$ cat src/pbplru_pkg.sv
`default_nettype none
package pbplru_pkg;
    localparam int SLOTS = 16;
    localparam int SLOT_W = 4;
    localparam int CNT_W = 5;

    typedef enum logic [2:0] {
        CMD_ACCESS = 3'd0,
        CMD_DIRTY  = 3'd1,
        CMD_FLUSH  = 3'd2,
        CMD_PIN    = 3'd3,
        CMD_UNPIN  = 3'd4,
        CMD_SPILL  = 3'd5
    } cmd_t;

    localparam logic [1:0] ST_OK = 2'd0;
    localparam logic [1:0] ST_NOT_RES = 2'd1;
    localparam logic [1:0] ST_NO_VICTIM = 2'd2;

    typedef enum logic [2:0] {
        S_IDLE,
        S_SCAN,
        S_DECIDE,
        S_RDVIC,
        S_WRITE,
        S_OUT
    } state_t;

    // One memory word: tag and stamp of a slot.
    typedef struct packed {
        logic [7:0]  file;
        logic [15:0] page;
        logic [31:0] stamp;
    } entry_t;
endpackage
`default_nettype wire

$ cat src/page_buffer_pool_lru_manager.sv
`default_nettype none
// Channel   | Direction | Payload
// s_axis    | in        | tdata: command[2:0], page_file[10:3], page_number[26:11]
// m_axis    | out       | tdata: status, slot, hit, fetch_needed, writeback_valid,
//           |           |        writeback_file, writeback_page (lowest first)
// cfg       | in        | cfg_wdata: slots_in_use[4:0]
//
// One request is handled at a time. Tags and stamps live in a 16-entry memory
// with a registered read; a request scans all slots through that port, one per
// cycle. A hit or a refused request goes from the scan to the output, a fill of
// an empty slot also writes the entry, and an eviction first reads the victim's
// tag. The next request can be accepted in the cycle after the result is taken.
// Valid, pin, dirty and spilled marks are flip-flops cleared by reset.
// A finished result sits in the output register; the input is accepted again
// once that result has been taken.
module page_buffer_pool_lru_manager
    import pbplru_pkg::*;
(
    input  wire  logic        aclk,
    input  wire  logic        aresetn,
    input  wire  logic        s_axis_tvalid,
    output logic              s_axis_tready,
    input  wire  logic [31:0] s_axis_tdata,   // command, page_file, page_number
    output logic              m_axis_tvalid,
    input  wire  logic        m_axis_tready,
    output logic [39:0]       m_axis_tdata,   // status, slot, hit, fetch, wb v/file/page
    input  wire  logic        cfg_wen,
    input  wire  logic [4:0]  cfg_wdata
);
    state_t state_reg, state_next;

    logic [4:0]        limit_reg;
    logic [SLOTS-1:0]  valid_reg, pin_reg, dirty_reg, spill_reg;
    logic [CNT_W-1:0]  occ_reg;
    logic [31:0]       opc_reg;

    logic [2:0]        cmd_reg;
    logic [7:0]        file_reg;
    logic [15:0]       page_reg;
    logic [CNT_W-1:0]  scan_reg;      // read address issued, runs to SLOTS
    logic              found_reg;
    logic [SLOT_W-1:0] found_idx_reg;
    logic [2:0]        best_ok_reg;
    logic [SLOT_W-1:0] best_idx_reg [3];
    logic [31:0]       best_st_reg  [3];
    logic [SLOT_W-1:0] tgt_reg;
    logic [39:0]       out_reg;
    logic              out_valid_reg;
    logic              hit_stamp_reg;

    logic              mem_we;
    logic [SLOT_W-1:0] mem_raddr;
    entry_t            mem_wdata, mem_rdata;

    logic [SLOT_W-1:0] rd_idx;
    logic              rd_live;
    logic [1:0]        cls;
    logic [CNT_W-1:0]  eff_limit;
    logic              vic_ok;
    logic [SLOT_W-1:0] vic_idx;

    assign rd_idx  = SLOT_W'(scan_reg - CNT_W'(1));
    assign rd_live = (state_reg == S_SCAN) && (scan_reg != '0);
    assign cls = spill_reg[rd_idx] ? 2'd2 : (dirty_reg[rd_idx] ? 2'd0 : 2'd1);
    assign eff_limit = (limit_reg == '0) ? CNT_W'(1)
                     : ((limit_reg > CNT_W'(SLOTS)) ? CNT_W'(SLOTS) : limit_reg);
    // The victim's tag is read while the decision is made, so it is ready
    // in S_RDVIC for the write-back report.
    assign mem_raddr = (state_reg == S_DECIDE) ? vic_idx : SLOT_W'(scan_reg);
    assign mem_we    = (state_reg == S_WRITE) || hit_stamp_reg;
    assign mem_wdata = '{file: file_reg, page: page_reg,
                         stamp: hit_stamp_reg ? (opc_reg - 32'd1) : opc_reg};

    pbplru_mem u_mem (
        .aclk  (aclk),
        .we    (mem_we),
        .waddr (tgt_reg),
        .wdata (mem_wdata),
        .raddr (mem_raddr),
        .rdata (mem_rdata)
    );

    assign s_axis_tready = (state_reg == S_IDLE) && !out_valid_reg;
    assign m_axis_tvalid = out_valid_reg;
    assign m_axis_tdata  = out_reg;

    // Victim choice from the scan results.
    always_comb begin
        vic_ok  = 1'b1;
        vic_idx = best_idx_reg[0];
        if (best_ok_reg[0]) begin
            vic_idx = best_idx_reg[0];
        end else if (best_ok_reg[1]) begin
            vic_idx = best_idx_reg[1];
        end else if (best_ok_reg[2]) begin
            vic_idx = best_idx_reg[2];
        end else begin
            vic_ok = 1'b0;
        end
    end

    logic place_cmd, use_empty;
    assign place_cmd = (cmd_reg == CMD_ACCESS) || (cmd_reg == CMD_SPILL);
    assign use_empty = occ_reg < eff_limit;

    always_comb begin
        state_next = state_reg;
        case (state_reg)
            S_IDLE:   if (s_axis_tvalid && s_axis_tready) state_next = S_SCAN;
            S_SCAN:   if (scan_reg == CNT_W'(SLOTS)) state_next = S_DECIDE;
            S_DECIDE: begin
                if (cmd_reg > CMD_SPILL || found_reg || !place_cmd) begin
                    state_next = S_OUT;
                end else if (use_empty) begin
                    state_next = S_WRITE;
                end else if (vic_ok) begin
                    state_next = S_RDVIC;
                end else begin
                    state_next = S_OUT;
                end
            end
            S_RDVIC:  state_next = S_WRITE;
            S_WRITE:  state_next = S_OUT;
            S_OUT:    state_next = S_IDLE;
            default:  state_next = S_IDLE;
        endcase
    end

    always_ff @(posedge aclk) begin
        if (!aresetn) begin
            state_reg     <= S_IDLE;
            limit_reg     <= 5'd16;
            valid_reg     <= '0;
            pin_reg       <= '0;
            dirty_reg     <= '0;
            spill_reg     <= '0;
            occ_reg       <= '0;
            opc_reg       <= '0;
            out_valid_reg <= 1'b0;
            scan_reg      <= '0;
        end else begin
            state_reg <= state_next;
            if (cfg_wen) limit_reg <= cfg_wdata;
            if (out_valid_reg && m_axis_tready) out_valid_reg <= 1'b0;
            case (state_reg)
                S_IDLE: begin
                    if (s_axis_tvalid && s_axis_tready) begin
                        cmd_reg     <= s_axis_tdata[2:0];
                        file_reg    <= s_axis_tdata[10:3];
                        page_reg    <= s_axis_tdata[26:11];
                        scan_reg    <= CNT_W'(1);
                        found_reg   <= 1'b0;
                        best_ok_reg <= '0;
                    end
                end
                S_SCAN: begin
                    if (scan_reg != CNT_W'(SLOTS)) scan_reg <= scan_reg + CNT_W'(1);
                    if (rd_live && valid_reg[rd_idx]) begin
                        if (!found_reg && mem_rdata.file == file_reg
                            && mem_rdata.page == page_reg) begin
                            found_reg     <= 1'b1;
                            found_idx_reg <= rd_idx;
                        end
                        if (!pin_reg[rd_idx] && (!best_ok_reg[cls]
                            || mem_rdata.stamp < best_st_reg[cls])) begin
                            best_ok_reg[cls]  <= 1'b1;
                            best_idx_reg[cls] <= rd_idx;
                            best_st_reg[cls]  <= mem_rdata.stamp;
                        end
                    end
                end
                S_DECIDE: begin
                    out_reg <= '0;
                    scan_reg <= '0;
                    if (cmd_reg > CMD_SPILL) begin
                        out_reg[1:0] <= ST_NOT_RES;
                    end else if (found_reg) begin
                        out_reg[5:2] <= found_idx_reg;
                        out_reg[6]   <= 1'b1;
                        case (cmd_reg)
                            CMD_ACCESS: opc_reg <= opc_reg + 32'd1;
                            CMD_DIRTY: begin
                                dirty_reg[found_idx_reg] <= 1'b1;
                                opc_reg <= opc_reg + 32'd1;
                            end
                            CMD_FLUSH: begin
                                out_reg[8] <= 1'b1;
                                out_reg[16:9]  <= file_reg;
                                out_reg[32:17] <= page_reg;
                                dirty_reg[found_idx_reg] <= 1'b0;
                            end
                            CMD_PIN:   pin_reg[found_idx_reg] <= 1'b1;
                            CMD_UNPIN: pin_reg[found_idx_reg] <= 1'b0;
                            default:   spill_reg[found_idx_reg] <= 1'b1;
                        endcase
                        // Hit stamp: rewrite the entry with the current counter.
                        if (cmd_reg == CMD_ACCESS || cmd_reg == CMD_DIRTY) begin
                            tgt_reg <= found_idx_reg;
                        end
                    end else if (!place_cmd) begin
                        out_reg[1:0] <= ST_NOT_RES;
                    end else if (use_empty) begin
                        tgt_reg <= SLOT_W'(occ_reg);
                        occ_reg <= occ_reg + CNT_W'(1);
                    end else if (vic_ok) begin
                        tgt_reg <= vic_idx;
                    end else begin
                        out_reg[1:0] <= ST_NO_VICTIM;
                    end
                end
                S_RDVIC: begin
                    if (dirty_reg[tgt_reg]) begin
                        out_reg[8] <= 1'b1;
                        out_reg[16:9]  <= mem_rdata.file;
                        out_reg[32:17] <= mem_rdata.page;
                    end
                end
                S_WRITE: begin
                    valid_reg[tgt_reg] <= 1'b1;
                    pin_reg[tgt_reg]   <= 1'b0;
                    dirty_reg[tgt_reg] <= 1'b0;
                    spill_reg[tgt_reg] <= (cmd_reg == CMD_SPILL);
                    opc_reg            <= opc_reg + 32'd1;
                    out_reg[5:2]       <= tgt_reg;
                    out_reg[7]         <= (cmd_reg == CMD_ACCESS);
                end
                S_OUT: out_valid_reg <= 1'b1;
                default: ;
            endcase
        end
    end

    // Hit stamping writes the memory in S_OUT using the counter value before
    // the increment made in S_DECIDE.
    always_ff @(posedge aclk) begin
        if (!aresetn) begin
            hit_stamp_reg <= 1'b0;
        end else begin
            hit_stamp_reg <= (state_reg == S_DECIDE) && found_reg
                             && (cmd_reg == CMD_ACCESS || cmd_reg == CMD_DIRTY);
        end
    end

    assert property (@(posedge aclk) disable iff (!aresetn)
        (state_reg == S_WRITE) |-> !(valid_reg[tgt_reg] && pin_reg[tgt_reg]))
        else $error("pinned slot overwritten");
    assert property (@(posedge aclk) disable iff (!aresetn)
        occ_reg <= CNT_W'(SLOTS)) else $error("occupancy overflow");
    assert property (@(posedge aclk) disable iff (!aresetn)
        (state_reg == S_WRITE) |=> valid_reg[$past(tgt_reg)])
        else $error("placed slot not valid");
endmodule
`default_nettype wire

$ cat src/pbplru_mem.sv
`default_nettype none
module pbplru_mem
    import pbplru_pkg::*;
(
    input  wire  logic              aclk,
    input  wire  logic              we,
    input  wire  logic [SLOT_W-1:0] waddr,
    input  wire  entry_t            wdata,
    input  wire  logic [SLOT_W-1:0] raddr,
    output entry_t                  rdata
);
    entry_t mem [SLOTS];

    always_ff @(posedge aclk) begin
        if (we) begin
            mem[waddr] <= wdata;
        end
        rdata <= mem[raddr];
    end
endmodule
`default_nettype wire
$ cat config.mk
export PLATFORM = sky130hd
export DESIGN_NAME = page_buffer_pool_lru_manager
export DESIGN_NICKNAME = d
export VERILOG_FILES = /design/src/pbplru_pkg.sv /design/src/page_buffer_pool_lru_manager.sv /design/src/pbplru_mem.sv
export SDC_FILE = /design/constraint.sdc
export NUM_CORES = 2
export LEC_CHECK = 0
export BUFFER_PORTS_ARGS = -buffer_cell sky130_fd_sc_hd__buf_2
export CAP_MARGIN = 40
export CORE_ASPECT_RATIO = 0.9
export CORE_MARGIN = 5
export CORE_UTILIZATION = 56
export DETAILED_ROUTE_END_ITERATION = 8
export GPL_TIMING_DRIVEN = 1
export PLACE_DENSITY = 0.82
export SYNTH_ARGS = -nofsm -noshare
export SYNTH_HDL_FRONTEND = slang
export SYNTH_HIERARCHICAL = 1
export SYNTH_SLANG_ARGS = --single-unit
$ cat constraint.sdc
create_clock -name aclk -period 7.43 [get_ports aclk]
set_input_delay 0.3715 -clock aclk [delete_from_list [all_inputs] [get_ports aclk]]
set_output_delay 0.3715 -clock aclk [all_outputs]
set_load 0.02 [all_outputs]
=== After elaboration in Yosys (flattened, before gate mapping) ===
Memory sizes are Yosys's and may differ from the RTL's. A register that Yosys moved wholly into a read port is not among the register bits.
Cells that the tools add are included.
Widths: inputs -> output; s select.

* Word-level logic and storage cells: 227
* Output and inout port bits: 42
* Memories: 3
* Flip-flop bits (word level): 188
* Memory bits (writable): 1004
* Input bits: 42
* Latch bits: 0
* ROM bits: 0

{| class="wikitable"
|+ Memory list
! name !! depth !! bits a word !! read ports !! clocked after Yosys merged registers in !! write ports !! line !! text
|-
| u_mem.mem || 16 || 56 || 1 || 1 || 1 || pbplru_mem.sv:12 || <nowiki>entry_t mem [SLOTS];</nowiki>
|-
| best_st_reg || 3 || 32 || 1 || 0 || 1 || page_buffer_pool_lru_manager.sv:45 || <nowiki>logic [31:0] best_st_reg [3];</nowiki>
|-
| best_idx_reg || 3 || 4 || 3 || 0 || 1 || page_buffer_pool_lru_manager.sv:44 || <nowiki>logic [SLOT_W-1:0] best_idx_reg [3];</nowiki>
|}

* Add/subtract/negate cells: 5
* Multiplexer cells: 91
* Div/mod/pow operators: 0
* Order comparisons: 11
* Shift-type cells: 0
* Reduce and logical (&&, ||, !) cells: 53
* Bitwise operators: 14
* Multiply operators: 0
* Equal/unequal tests: 28

{| class="wikitable"
|+ Operator list
! operator !! number
|-
| $pmux 16 s2 || 5
|-
| $mux 32 || 4
|-
| $mux 16 || 7
|-
| $mux 25 || 4
|-
| $and 16x16->16 || 4
|-
| $or 16x16->16 || 4
|-
| $pmux 32 s2 || 1
|-
| $pmux 25 s2 || 1
|-
| $mux 4 || 10
|-
| $add 32x1->32 const B || 1
|-
| $lt 32x32->1 || 1
|-
| $not 16->16 || 2
|-
| $sub 32x1->32 const B || 1
|-
| $mux 1 || 28
|-
| $mux 5 || 5
|-
| $mux 3 || 8
|-
| $bmux 1 s4 || 5
|-
| $reduce_and 4->1 || 5
|-
| $bwmux 16 || 1
|-
| $eq 16x16->1 || 1
|-
| $lt 4x5->1 const B || 3
|-
| $pmux 3 s5 || 1
|-
| $pmux 5 s3 || 1
|-
| $reduce_and 5->1 || 3
|-
| other kinds (40) || 96
|}

=== Depth between registers and ports, before layout ===
* Depth in word-level cells: 15
* Depth in mapped cells: 20
* Depth with buffers taken out: 16

=== Hierarchy ===
The synthesis kept the hierarchy.

{| class="wikitable"
|+ Modules (own cells, without submodules)
! module !! instances !! area each (um2) !! cells an instance
|-
| pbplru_mem || 1 || 34678.3 || 1445
|-
| page_buffer_pool_lru_manager || 1 || 14513.9 || 1344
|}

=== Least setup slack after synthesis ===
OpenSTA, ideal clock, no wires.

* Path kind: register -> register
* From: register scan_reg[0]
* To: memory best_idx_reg[0][0], enable pin
* Slack: 99 ps
* Library setup time: 461 ps
* Path buffers: 4
* Arrival: 6870 ps
* Cell stages (with the launch flop): 21
* Clock period less this slack: 7331 ps
* Path through: dfxtp_1 buf_2 inv_2 ha_1 buf_2 buf_4 mux2i_1 mux4_1 mux2i_4 buf_4 mux2i_1 nor2_1 a21oi_1 ha_1 a21o_1 a21o_1 a221o_1 a221o_1 a41oi_1 nand4_4 a2111oi_2

* Cells in the longest elaborated chain, start to end: 15

{| class="wikitable"
|+ RTL lines
! element !! line !! text
|-
| start: declaration || page_buffer_pool_lru_manager.sv:40 || <nowiki>logic [CNT_W-1:0] scan_reg;</nowiki>
|-
| start signal: assignment || page_buffer_pool_lru_manager.sv:157 || <nowiki>if (scan_reg != CNT_W'(SLOTS)) scan_reg <= scan_reg + CNT_W'(1);</nowiki>
|-
| $sub 4x1->4 (*) || page_buffer_pool_lru_manager.sv:62 || <nowiki>assign rd_idx = SLOT_W'(scan_reg - CNT_W'(1));</nowiki>
|-
| via rd_idx[0] || page_buffer_pool_lru_manager.sv:55 || <nowiki>logic [SLOT_W-1:0] rd_idx;</nowiki>
|-
| branches (longest 14 deep; another with $mem_v2 3x32) || n/a ||
|-
| end: declaration || page_buffer_pool_lru_manager.sv:44 ||
|}

Mark *: on every way through the listed nets, which the timed path passes. The select of a mux whose other input is x is not followed.

=== Worst setup path after layout ===
* From: register scan_reg[0]
* To: memory best_st_reg[0][21], enable pin

* Cells in the longest elaborated chain, start to end: 15

{| class="wikitable"
|+ RTL lines
! element !! line
|-
| $sub 4x1->4 (*) || page_buffer_pool_lru_manager.sv:62
|-
| via rd_idx[0] || page_buffer_pool_lru_manager.sv:55
|-
| branches (longest 14 deep; another with $mem_v2 3x32) || n/a
|-
| end: declaration || page_buffer_pool_lru_manager.sv:45
|}

Marked as above.

==> run_results.csv <==
group,metric,value,unit
outcome,status,"finished clean",
place,place_inst,3939,
detailed_routing,viasPerCell,6.48,
layout,fin_nets,3028,
worst_setup_path,cp_cell_sequence,"buf_4 -> inv_2 -> ha_1 -> buf_4 -> mux2i_1 -> mux4_1 -> mux2i_4 -> buf_12 -> mux2i_1 -> nor2_1 -> a21oi_1 -> ha_1 -> and4_1 -> a221o_1 -> a221o_1 -> a41oi_1 -> nand4_4 -> a2111oi_4 -> buf_12",
worst_setup_path,path_depth,19,
die,start_util,0.562,
global_route,grt_pass1_wl,179000,microns
power,pwr_density_cell,254,mW/mm^2
worst_setup_path,cp-end-kind,"register",
sta,worst_clock_skew,0.0466,ns
layout,largest_reg_flops,896,
worst_setup_path,r2r-end,"best_st_reg[0][21]",
place,io_buffers,71,
sta,worstMarginPinSlew,1.21,ns
layout,post-route-util,0.637,
hold_path,worstHoldPathCells,2,
clock_tree,cts_resized,0,
synthesis,yosys.cell_count.top_type,"edfxtp_1",
synthesis,yosys.area.top_type,"edfxtp_1",
clock_tree,clock_latency,0.71,ns
synthesis,synth_edf_count,1076,
synthesis,ys_types,68,
worst_setup_path,worst-setup-path-type,"reg2reg",
die,die_x,322,microns
detailed_routing,drc_errors,0,
synthesis,ys_top_cells_by_count,"1076 x edfxtp_1, 236 x mux4_2, 172 x dfxtp_1, 171 x nor2_1, 149 x nand2_1",
layout,syn2layout_area_growth,13.3,%
synthesis,syn_avg_cell_area,17.6,sq um
sta,drv_slew,0,
worst_setup_path,slowest_stage,"a2111oi_4",
sta,worst_hold_slack,0.0406,ns
die,ios,84,
synthesis,synthArstFlopShare,0,
place,gp_congestion,0.874,
worst_setup_path,critical_path.endpoint,"best_st_reg[0][21]",
power,p_total,14200,uW
global_route,grt-busiest-layer,"met2",
power,leakage,0.0182,uW
global_route,gr-usage-met1,0.338,
worst_setup_path,r2r-start,"scan_reg[0]",
worst_setup_path,crit_arrival,6.89,ns
synthesis,synthCells,2789,
global_route,grt_pass1_vias,27600,
global_route,grt_use_met2,0.438,
sta,slew_headroom,0.194,
clock_tree,cts.sinks,1248,
clock_tree,cts_tree,"built",
clock_tree,h-tree-depth,3,
synthesis,syn_area,0.0492,sq mm
global_route,grt_util_met3,0.0439,
detailed_routing,drt_wl_total,120000,microns
sta,max_freq,153,MHz
worst_setup_path,crit_family,"compound AO/OA/AOI/OAI gates",
sta,finalCritPeriodShare,0.878,
power,ir_drop,0.377,mV
clock_tree,clockBufferDepth,3,
worst_setup_path,cp_max_fo,31,
clock_tree,numCtsBuffers,117,
worst_setup_path,worst-path-buf-inv,5,
detailed_routing,postRouteAntennaNets,0,
detailed_routing,post_drt_wl_per_cell,28.6,microns
synthesis,synth_seq_area_share,0.727,
global_route,grt_usage,0.255,
clock_tree,path_clk_slew,0.06,ns
layout,final_cell_count_no_fill,4206,
worst_setup_path,critPathMaxStageDelay,0.69,ns
die,row_count,103,
synthesis,synth.top_cell.area_share,0.657,
layout,drive_gt1_frac,0.208,
place,dp_hpwl,65700,microns
sta,final.setup.tns,0,ns
worst_setup_path,rrSetupSlack,0.91,ns
hold_path,hold_path_class,"in2reg",
worst_setup_path,worstPathRequired,7.79,ns
sta,min_period,6.52,ns
die,die-area,0.0939,sq mm
worst_setup_path,start_kind,"register",
detailed_routing,drt-initial-drc-count,3534,
die,die_y,291,microns
detailed_routing,dr.pass1.iters,5,
clock_tree,clockRootBuffer,"clkbuf_16",
global_route,grt_overflow,0,
job,cap_violations,0,
die,core,0.0875,sq mm
sta,rsz0062_at_grt,"no",
synthesis,ys_ff_latch,1248,
global_route,grt_max_degree,173,
synthesis,synth_ff_type,"edfxtp_1",
worst_setup_path,r2r_cells,19,
worst_setup_path,crit_start,"scan_reg[0]",
detailed_routing,num_vias,27200,
global_route,antenna_found_initial,4,
synthesis,synthTopCellsByArea,"edfxtp_1 66%, mux4_2 11%, dfxtp_1 7.0%",
sta,hold_viol,0,
sta,setup_viol,0,
synthesis,synth_warnings,6,
==> how the worst min path moves through the flow <==
| stage | from | to | slack, ns |
|---|---|---|---|
| after floorplan | valid_reg[3] | valid_reg[3] | 0.43 |
| after global routing | cfg_wen | limit_reg[4] | 0.04 |
| after detailed placement | valid_reg[13] | valid_reg[13] | 0.45 |
| after global placement | valid_reg[13] | valid_reg[13] | 0.44 |
| final | cfg_wen | limit_reg[4] | 0.04 |
| after CTS | cfg_wen | limit_reg[4] | 0.01 |
==> cell type report <==
type | instances | area [sq um]
multi-input combinational | 1355 | 12700
inverter | 25 | 96.3
antenna | 2 | 5.00
tap | 1155 | 1450
timing repair buffer | 198 | 1760
clock buffer | 156 | 3200
clock inverter | 67 | 729
fill | 5453 | 31800
sequential | 1248 | 35800
==> cell families after synthesis <==
family,share of synthesized area
other,0.0000762
adders and majority gates,0.0104
xor gates and xnor gates,0.0160
buffers and inverters,0.0191
muxes,0.125
AOI/OAI and AO/OA,0.0533
and+or+nand+nor,0.0489
DFF,0.727
==> layout by cell type, fill, tap and decap left out, types with 40 or more instances in the layout <==
master / n
o21ai_0: 67
buf_2: 72
clkbuf_16: 119
nor2_1: 158
xor2_1: 40
a22oi_1: 116
ha_1: 41
mux2i_1: 60
edfxtp_1: 1076
xnor2_1: 45
dfxtp_1: 172
buf_4: 69
mux4_2: 236
a21oi_1: 111
nand2_1: 149
==> metrics by stage <==
step	setup WS [ns]	instance area (sq um)
floorplan	0.0989	49200
global placement	1.08	50800
detailed placement	0.920	51400
CTS	0.878	55700
global route	0.636	55700
finish	0.908	55700
==> repair_timing <==
action	CTS	global route
hold buffers	33	0
buffers inserted	0	0
endpoints found under the hold margin	33	0
==> report_power, final <==
part           internal (uW)  leakage (uW)  switching (uW)
Combinational            232       0.00503             245
Clock                   3450       0.00191            2600
Sequential              7570        0.0112            60.4
==> metal layers <==
layer  wire length, microns  vias up  share of wire
met3                  11600      277          0.096
met2                  61800     1708           0.51
met1                  43300    13900           0.36
met4                   3780        2          0.031
li1                       -    11400              -
met5                     13        -        0.00011
(Power assumes the default switching activity.)
